File: src/hw/rtl/kear_pkg.sv
package kear_pkg;

    localparam int KEY_W   = 8;
    localparam int DELTA_W = 20;
    localparam int TIME_W  = 32;
    localparam int IVAL_W  = 24;
    localparam int LVL_DEPTH = 256;

    localparam logic [TIME_W-1:0] SAT32 = '1;
    localparam logic [TIME_W-1:0] DELAY_RESET = 32'd500000;
    localparam logic [IVAL_W-1:0] IVAL_RESET  = 24'd100000;

    localparam logic REG_DELAY = 1'b0;
    localparam logic REG_IVAL  = 1'b1;

    typedef struct packed {
        logic capture;
        logic read;
        logic eval;
        logic div_start;
        logic div_apply;
        logic finish;
    } t_cmd;

    typedef struct packed {
        logic need_div;
        logic div_done;
        logic out_full;
    } t_sts;

endpackage

File: src/hw/rtl/kear_ctrl.sv
module kear_ctrl
    import kear_pkg::*;
(
    input  logic i_clk,
    input  logic i_rst_n,
    input  logic i_valid,
    output logic o_stall,
    input  t_sts i_sts,
    output t_cmd o_cmd
);

    localparam logic [2:0] ST_IDLE = 3'd0;
    localparam logic [2:0] ST_READ = 3'd1;
    localparam logic [2:0] ST_EVAL = 3'd2;
    localparam logic [2:0] ST_DIV  = 3'd3;
    localparam logic [2:0] ST_FIN  = 3'd4;

    logic [2:0] r_state;
    logic [2:0] n_state;

    always_comb begin
        n_state = r_state;
        o_cmd   = '0;
        unique case (r_state)
            ST_IDLE: begin
                if (i_valid) begin
                    o_cmd.capture = 1'b1;
                    n_state = ST_READ;
                end
            end
            ST_READ: begin
                o_cmd.read = 1'b1;
                n_state = ST_EVAL;
            end
            ST_EVAL: begin
                o_cmd.eval = 1'b1;
                if (i_sts.need_div) begin
                    o_cmd.div_start = 1'b1;
                    n_state = ST_DIV;
                end else begin
                    n_state = ST_FIN;
                end
            end
            ST_DIV: begin
                if (i_sts.div_done) begin
                    o_cmd.div_apply = 1'b1;
                    n_state = ST_FIN;
                end
            end
            ST_FIN: begin
                if (!i_sts.out_full) begin
                    o_cmd.finish = 1'b1;
                    n_state = ST_IDLE;
                end
            end
            default: begin
                n_state = ST_IDLE;
            end
        endcase
    end

    always_ff @(posedge i_clk) begin
        if (!i_rst_n) begin
            r_state <= ST_IDLE;
        end else begin
            r_state <= n_state;
        end
    end

    assign o_stall = r_state != ST_IDLE;

endmodule
File: config.mk
export PLATFORM = sky130hd
export DESIGN_NAME = kear_ctrl
export DESIGN_NICKNAME = d
export VERILOG_FILES = /design/src/hw/rtl/kear_pkg.sv /design/src/hw/rtl/kear_ctrl.sv
export SDC_FILE = /design/constraint.sdc
export NUM_CORES = 1
export LEC_CHECK = 0
export BUFFER_PORTS_ARGS = -buffer_cell sky130_fd_sc_hd__buf_2
export CAP_MARGIN = 10
export CORE_AREA = 5 5 42 44
export CTS_CLUSTER_SIZE = 40
export DETAILED_ROUTE_END_ITERATION = 12
export DIE_AREA = 0 0 47 49
export GPL_TIMING_DRIVEN = 0
export SETUP_SLACK_MARGIN = 0.05
export SLEW_MARGIN = 20
export SYNTH_ARGS = -nofsm -noshare
export SYNTH_HDL_FRONTEND = slang
export SYNTH_SLANG_ARGS = --single-unit
File: constraint.sdc
create_clock -name i_clk -period 1.5 [get_ports i_clk]
set_clock_uncertainty 0.2 [all_clocks]
set_input_delay 0.15 -clock i_clk [delete_from_list [all_inputs] [get_ports i_clk]]
set_output_delay 0.15 -clock i_clk [all_outputs]
set_load 0.01 [all_outputs]
# Word level (Yosys, flattened, before mapping)
# Index checks and enable logic that the tools add are counted.
# word_totals
register_bits,3
latch_bits,0
ramBits,0
romBits,0
input_bits,6
n_memories,0
# op_classes
addsub,0
multipliers,0
div,0
order_cmp,0
eq_ne,7
shifts,0
muxes,14
n_bitwise,0
n_reduce_logical,3
# op_table
cell,count
3-bit one-hot mux with 5 select lines,1
3-bit 2-to-1 mux,4
1-bit 2-to-1 mux,8
"3-bit by 2-bit == test with 1-bit output, second input constant",2
"2-bit inequality test, second input constant",3
"3-bit by 1-bit == test with 1-bit output, second input constant",1
"3-bit == test, second input constant",1
3-bit logical NOT,1
3-bit AND reduction,1
3-bit nonzero test,1
2-bit 2-to-1 mux,1

# Longest topological paths before layout
# Gate-level depths: netlist (run 1).
# depth
word_depth,3
depth_mapped,4
depth_no_buf,3

# Least setup slack after synthesis (run 1)
# OpenSTA, ideal clock, no wires.
# synth_path
kind,register -> output
startpoint,register r_state[1]
endpoint,output port o_cmd[5] (netlist name)
t_arrival_ns,1.005
path_slack_ns,0.145
path_stages_with_launch,4
path_buffers,1
path_cell_list,dfxtp_1 buf_6 or3_1 nor2_1
# synth_lines
element,line_no,source
start: declaration,kear_ctrl.sv:18,logic [2:0] r_state;
start signal: assignment,kear_ctrl.sv:66,r_state <= n_state;
end: declaration,kear_ctrl.sv:9,output t_cmd o_cmd

==> impl_metrics.yaml, run 1 <==
hold_path:
  hold_path_class: "input port to flip-flop"
  hold_path_end: "r_state[2]"
  whs_path_depth: 4
  worstHoldStart: "i_sts[2]"
die:
  dieHeight_um: 49
  dieWidth_um: 47
  initial_utilization_pct: 16.5
  fp-row-count: 14
  core-area_um2: 1400
  boundaryPins: 13
  dieArea_um2: 2300
clock_tree:
  worstSkewPairLatency_ns: 0.24
  cts_buffer_depth: 2
  clock-sinks: 3
  h-tree-depth: 1
  clk_pin_slew_worst_paths_ns: 0.04
  cts_buffers: 3
  cts-root-buf: "clkbuf_4"
  cts_tree: "built"
grt:
  grt_pass1_wl_mm: 1.08
  grt_usage_pct: 6.91
  antenna_found_initial: 0
  grt_max_degree: 11
  gr-total-overflow: 0
  grt_pass1_vias: 291
synth:
  yosysSeqAreaShare_pct: 25.9
  synth_compound_area_share_pct: 16.2
  synth_common_cells: "3 x a21oi_1, 3 x dfxtp_1, 3 x nand2b_1, 2 x nor2_1, 2 x or3_1"
  synth-edff-count: 0
  syn_nets: 35
  synthCells: 29
  synthMuxAreaShare_pct: 4.32
  synth_area_leader_cell: "dfxtp_1"
  synthAdderAreaFrac_pct: 0
  synth.ff_latch_count: 3
  avgSynthCellArea_um2: 7.98
  ys_async_sr_fraction_pct: 0
  yosysTopAreaCellShare_pct: 25.9
  synth.area.top_cells: "dfxtp_1 26%, nand2b_1 8.1%, a21oi_1 6.5%, nor2b_4 5.9%, or3_1 5.4%"
  ys_warn_count: 0
  synthFlopType: "dfxtp_1"
  ys_types: 21
  synthXorXnorAreaFrac_pct: 0
  yosys.area_share.simple_pct: 44.9
  netlist_area_um2: 231
  synth_top_family_by_area: "simple AND/OR/NAND/NOR gates"
worst_setup_path:
  crit_type: "flip-flop to output port"
  cp.arrival_ns: 1.19
  crit_required_ns: 1.15
  reg2reg_from: "r_state[1]"
  slowest_stage: "dfxtp_4"
  timing.rr.end: "r_state[2]"
  worstSetupStartpointType: "flip-flop"
  ff2ff_path_depth: 4
  critPathMaxStageDelay_ns: 0.35
  crit_chain: "and2b_1, nor2b_4, and2_4, buf_6"
  crit_buf_inv: 1
  crit_path_end_kind: "output port"
  cp_max_fo: 5
  critPathTopFamily: "simple AND/OR/NAND/NOR gates"
  crit_start: "r_state[2]"
  r2r_slack_ns: 0.17
sta:
  slew_violations: 0
  worst_slack_ns: -0.0414
  worstMarginPinSlew_ns: 0.219
  setup_viol: 3
  hold_viol: 0
  period_share_pct: 103
  maxSlewHeadroom_pct: 85.3
  fmax_ghz: 0.649
  rsz0062_at_grt: "yes"
  post-route-min-period_ns: 1.54
final_layout:
  instances_no_fill: 67
  reg_top3: "r_state (3)"
  n_antenna_cell: 0
  largest_register_ffs: 3
  area_delta_synth_final_pct: 82.2
  top_register: "r_state"
  fin_nets: 58
  drive_gt1_share_pct: 54.9
  fillCellCount: 164
run_status:
  outcome: "finished with violations"
  violations: "negative setup slack"
placed_design:
  dp_slack_ns: 0.123
  port_buffers: 12
  dp.cells: 57
  place_congestion: 0.660
pwr:
  p_per_area_nw_per_um2: 887
  p_leak_nw: 0.208
  ir_drop_mv: 0.212
  p_total_w: 0.000374
route:
  drt_first_pass_iters: 2
  routed_via_density: 4.39
  drc: 0
  num_vias: 294
  wl_um: 718
  initialDrtViolationCount: 3
  wire_per_inst_um: 10.7
  postRouteAntennaNets: 0
flow_run:
  max_cap_violations: 0
[metrics by stage]
step	hold slack [ns]	util [%]	setup TNS, ns	cell area [um^2]
2_1_floorplan	0.0682	-	0	231
4_1_cts	0.0425	27.1	-0.121	380
3_3_place_gp	0.194	22.2	0	312
6_report	0.0531	30.1	-0.0622	422
5_1_grt	0.0811	30.1	-0.195	422
3_5_place_dp	0.192	22.2	0	312
[worst max-delay path by stage]
| stage | end | slack (ns) | depth (start not counted) |
|---|---|---|---|
| 4_1_cts | o_cmd[5] | -0.06 | 4 |
| 3_3_place_gp | o_cmd[2] | 0.12 | 4 |
| 3_5_place_dp | o_cmd[2] | 0.12 | 4 |
| 6_report | o_cmd[2] | -0.04 | 4 |
| 2_1_floorplan | o_cmd[5] | 0.14 | 3 |
| 5_1_grt | o_cmd[2] | -0.09 | 4 |
[worst register-to-register path, stage by stage (launching register included)]
cell	delay, ns
dfxtp_2	0.33
buf_4	0.15
or3_1	0.34
a21oi_1	0.15
a21oi_1	0.05
[power breakdown]
part | total (W) | switching, W | internal [W]
sequential | 0.0000991 | 0.00000874 | 0.0000904
combinational | 0.000129 | 0.0000578 | 0.0000709
clock | 0.000146 | 0.0000462 | 0.000100
[area by class of cell]
class                           count  area [um^2]  area share (%)
Inverter                            1         3.75           0.890
Buffer                              1         11.3            2.67
Timing Repair Buffer               19          130            30.9
Clock buffer                        4         26.3            6.23
Sequential cell                     3         66.3            15.7
Multi-Input combinational cell     23          164            38.9
Tap cell                           16         20.0            4.75
[cell usage in the layout (no fill, tap or decap), types with 2 or more instances in the layout]
master | Yosys | final
a21oi_1 | 3 | 3
nand2b_1 | 3 | 3
buf_6 | 1 | 3
buf_2 | 1 | 10
buf_4 | 0 | 5
nor2_1 | 2 | 2
dlygate4sd3_1 | 0 | 2
or3_1 | 2 | 2
clkbuf_4 | 0 | 3
dfxtp_2 | 0 | 2
[timing repair]
item	4_1_cts	5_1_grt
pin swaps	4	3
endpoints found under the hold margin	2	0
resized for setup	4	7
buffers inserted	2	3
endpoints found under the setup margin	6	7
hold buffers	2	0
[layer usage]
layer	vias to the layer above	part of all wire, %	track usage, %	wire length (um)
met5	-	0	0	0
met3	2	5.6	2.58	40
met1	137	36	5.51	262
met4	0	1.9	8.29	14
met2	7	56	10.9	401
li1	148	-	-	-
[kinds of logic after synthesis]
kind of cell | count (synthesis)
AOI/OAI and AO/OA | 6
buffers and inverters | 3
DFF | 3
muxes | 1
and+or+nand+nor | 16
(Power assumes the default switching activity.)
==> run 2: changes to the inputs <==
- MAX_ROUTING_LAYER: unset -> met4
==> run 2 against run 1 <==
Against the previous run:
- the run still ends with negative setup slack left
- first-iteration DRC count stayed put
- count of clock-buffer cells in the layout unchanged
- critical path depth unchanged
- highest routed layer unchanged
==> impl_metrics.yaml, run 2 (synthesis gave the netlist of run 1 again) <==
worst_setup_path:
  crit_type: "flip-flop to output port"
  crit_chain: "and2b_1, nor2b_4, and2_4, buf_6"
  critPathTopFamily: "simple AND/OR/NAND/NOR gates"
  critPathMaxStageDelay_ns: 0.35
  crit_path_end_kind: "output port"
  slowest_stage: "dfxtp_4"
  crit_buf_inv: 1
  cp_max_fo: 5
  crit_required_ns: 1.15
  worstSetupStartpointType: "flip-flop"
  cp.arrival_ns: 1.19
final_layout:
  fin_nets: 58
  top_register: "r_state"
  mostFrequentLayoutCell: "buf_2"
  largest_register_ffs: 3
  final_cell_mix: "10 x buf_2, 5 x buf_4"
  area_delta_synth_final_pct: 82.2
  reg_top3: "r_state (3)"
  fillCellCount: 164
  n_antenna_cell: 0
  drive_gt1_share_pct: 54.9
  instances_no_fill: 67
route:
  drc: 0
  wl_met2_um: 401
  wire_per_inst_um: 10.7
  wl_met3_um: 27
  routed_via_density: 4.39
  initialDrtViolationCount: 3
  routed.top_layer: "met4"
  postRouteAntennaNets: 0
  drt_first_pass_iters: 2
  num_vias: 294
  wl_met1_um: 275
  wl_um: 718
pwr:
  p_total_w: 0.000374
  ir_drop_mv: 0.212
  p_per_area_nw_per_um2: 887
  p_leak_nw: 0.208
grt:
  grt_usage_pct: 7.08
  grt_pass1_wl_mm: 1.08
  gr-total-overflow: 0
  grt_pass1_vias: 291
  grt_max_degree: 11
  antenna_found_initial: 0
sta:
  worstMarginPinSlew_ns: 0.219
  rsz0062_at_grt: "yes"
  fmax_ghz: 0.649
  finalSetupTns_ns: -0.0622
  post-route-min-period_ns: 1.54
  maxSlewHeadroom_pct: 85.3
  hold_viol: 0
  slew_violations: 0
  hold_ws_ns: 0.0531
  period_share_pct: 103
  setup_viol: 3
  worst_slack_ns: -0.0414
hold_path:
  hold_path_class: "input port to flip-flop"
placed_design:
  place_congestion: 0.666
  dp.cells: 57
  port_buffers: 12
clock_tree:
  cts-root-buf: "clkbuf_4"
  cts_buffer_depth: 2
  h-tree-depth: 1
  clock-sinks: 3
  clk_pin_slew_worst_paths_ns: 0.04
  worstSkewPairLatency_ns: 0.24
  cts_buffers: 3
  cts_tree: "built"
die:
  fp-row-count: 14
  dieArea_um2: 2300
  dieHeight_um: 49
  boundaryPins: 13
  dieWidth_um: 47
  core-area_um2: 1400
  initial_utilization_pct: 16.5
run_status:
  violations: "negative setup slack"
  outcome: "finished with violations"
flow_run:
  max_cap_violations: 0
==> run 2: path summary, 6_finish.rpt <==
check                                  end  depth (start not counted)  slack [ns]        from
worst max-delay path              o_cmd[2]                          4       -0.04  r_state[2]
worst min-delay path            r_state[2]                          4        0.05    i_sts[2]
worst max register to register  r_state[2]                          4        0.17  r_state[1]
worst min register to register  r_state[1]                          2        0.41  r_state[0]
==> run 2: layout make-up <==
class / count / area (um^2) / area share, %
plain buffers: 1 / 11.3 / 2.67
clock buffers: 4 / 26.3 / 6.23
inverters: 1 / 3.75 / 0.890
multi-input cells: 23 / 164 / 38.9
flip-flops and latches: 3 / 66.3 / 15.7
well taps: 16 / 20.0 / 4.75
repair buffers: 19 / 130 / 30.9
==> run 2: where the power goes <==
group          internal, W  switching (W)
Clock             0.000100      0.0000462
Combinational    0.0000709      0.0000578
Sequential       0.0000904     0.00000874
==> run 2: metal layers <==
layer | vias to the layer above | GRT usage, %
li1 | 148 | -
met1 | 137 | 5.95
met2 | 7 | 10.9
met3 | 2 | 1.85
met4 | 0 | 8.29
met5 | - | -
==> run 2: metrics by stage <==
step	cell area, um^2	worst slack [ns]	utilization, %
final	422	-0.0414	30.1
after global placement	312	0.123	22.2
after detailed placement	312	0.123	22.2
after CTS	380	-0.0616	27.1
after global routing	422	-0.0880	30.1
after floorplan	231	0.145	-
==> run 2: worst reg2reg max path, cell delays in order, from the launching register on <==
cell	delay [ns]
dfxtp_2	0.33
buf_4	0.15
or3_1	0.34
a21oi_1	0.15
a21oi_1	0.05
==> run 2: what timing repair did <==
| item | CTS | global route |
|---|---|---|
| endpoints found under the hold margin | 2 | 0 |
| setup endpoints to repair | 6 | 7 |
| pin swaps | 4 | 3 |
| hold buffers | 2 | 0 |
| resized for setup | 4 | 7 |
| setup buffers | 2 | 3 |
==> run 3: changes to the inputs <==
- TNS_END_PERCENT: unset -> 30
==> run 3 against run 2 <==
Against the previous run:
- fmax increased by 0.65%
- the run still ends with negative setup slack left
- global-route usage unchanged
- critical path type unchanged
- hold slack about the same
- core utilization decreased by 1.6 points
- sequential share of layout area increased by 0.89 points
- die area unchanged
- non-clock buffer count decreased by 1
- via count decreased by 1.0%
- combinational power decreased by 7%
- largest cell class unchanged
- count of clock-buffer cells in the layout unchanged
==> impl_metrics.yaml, run 3 (synthesis gave the netlist of run 1 again) <==
run_status:
  violations: "negative setup slack"
  outcome: "finished with violations"
sta:
  period_share_pct: 102
  fmax_ghz: 0.653
  slew_violations: 0
  worst_slack_ns: -0.0315
  post-route-min-period_ns: 1.53
  setup_viol: 1
  hold_viol: 0
  rsz0062_at_grt: "yes"
  maxSlewHeadroom_pct: 85.3
  worstMarginPinSlew_ns: 0.219
final_layout:
  final_cell_mix: "11 x buf_2, 5 x buf_4, 3 x nand2b_1, 3 x a21oi_1, 3 x clkbuf_4"
  drive_gt1_share_pct: 52.0
  n_antenna_cell: 0
  final_util_pct: 28.5
  reg_top3: "r_state (3)"
  fin_area_um2: 399
  fillCellCount: 169
  mostFrequentLayoutCell: "buf_2"
  area_delta_synth_final_pct: 72.4
  top_register: "r_state"
  largest_register_ffs: 3
  fin_nets: 57
clock_tree:
  clock-sinks: 3
  cts_buffer_depth: 2
  clk_pin_slew_worst_paths_ns: 0.04
  worstSkewPairLatency_ns: 0.24
  cts_tree: "built"
  cts_buffers: 3
  cts-root-buf: "clkbuf_4"
  h-tree-depth: 1
worst_setup_path:
  worstSetupStartpointType: "flip-flop"
  crit_required_ns: 1.15
  cp_max_fo: 5
  crit_path_end_kind: "output port"
  cp.arrival_ns: 1.18
  crit_type: "flip-flop to output port"
placed_design:
  port_buffers: 12
  placedInstanceArea_um2: 312
  dp_slack_ns: 0.123
  place_congestion: 0.666
grt:
  gr-total-overflow: 0
  grt_max_degree: 11
  antenna_found_initial: 0
  grt_pass1_vias: 291
  grt_usage_pct: 7.08
  grt_pass1_wl_mm: 1.08
die:
  dieWidth_um: 47
  dieArea_um2: 2300
  boundaryPins: 13
  core-area_um2: 1400
  dieHeight_um: 49
  fp-row-count: 14
  initial_utilization_pct: 16.5
route:
  drt_first_pass_iters: 2
  initialDrtViolationCount: 2
  drc: 0
  routed_via_density: 4.41
  num_vias: 291
  postRouteAntennaNets: 0
  wl_um: 696
  wire_per_inst_um: 10.5
pwr:
  p_total_w: 0.000365
  p_leak_nw: 0.197
  ir_drop_mv: 0.205
  p_per_area_nw_per_um2: 915
hold_path:
  hold_path_class: "input port to flip-flop"
flow_run:
  max_cap_violations: 0
==> run 3: cell types whose count changed in the layout (fill, tap and decap cells not counted) <==
cell / delta
buf_6: -2
buf_2: +1
nor3_2: -1
nor3_1: +1
==> run 3: area by class of cell <==
| class | count | area, um^2 | area share [%] |
|---|---|---|---|
| Multi-Input combinational cell | 23 | 159 | 39.8 |
| Sequential cell | 3 | 66.3 | 16.6 |
| Tap cell | 16 | 20.0 | 5.02 |
| Timing Repair Buffer | 18 | 116 | 29.2 |
| Buffer | 1 | 7.51 | 1.88 |
| Clock buffer | 4 | 26.3 | 6.58 |
| Inverter | 1 | 3.75 | 0.940 |
==> run 3: power by group <==
part | leakage, nW | total [W] | switching, W | internal, W
logic | 0.156 | 0.000120 | 0.0000558 | 0.0000645
clock network | 0.0150 | 0.000146 | 0.0000464 | 0.000100
registers | 0.0261 | 0.0000986 | 0.00000821 | 0.0000904
total | 0.197 | 0.000365 | 0.000110 | 0.000255
==> run 3: worst max-delay path: stages, from the launching register on <==
cell     delay (ns)
dfxtp_4        0.35
and2b_1        0.22
nor2b_4        0.15
and2_4         0.14
buf_6          0.09
==> run 3: per-layer routing <==
metal	part of all wire [%]	track usage (%)	wire length, um
met5	0	-	0
met4	2.0	8.29	14
met3	4.0	1.85	28
met2	56	10.9	388
met1	38	5.95	264
==> run 3: final timing paths <==
path                    from    endpoint  slack (ns)  cells past startpoint
setup / recovery  r_state[2]    o_cmd[2]       -0.03                      4
hold / removal      i_sts[2]  r_state[2]        0.05                      4
hold reg to reg   r_state[0]  r_state[2]        0.41                      3
setup reg to reg  r_state[1]  r_state[2]        0.17                      4
==> run 3: stage by stage <==
step	TNS, ns	std cells	hold WS [ns]
after global routing	-0.128	66	0.0811
after floorplan	0	29	0.0682
final	-0.0315	66	0.0527
after global placement	0	57	0.194
after CTS	-0.121	65	0.0425
after detailed placement	0	57	0.192
==> run 3: what timing repair did <==
item | CTS | global route
pin swaps | 4 | 3
gates cloned | 0 | 0
endpoints found under the setup margin | 6 | 7
endpoints found under the hold margin | 2 | 0
hold buffers | 2 | 0
resized for setup | 4 | 4
buffers inserted | 2 | 2
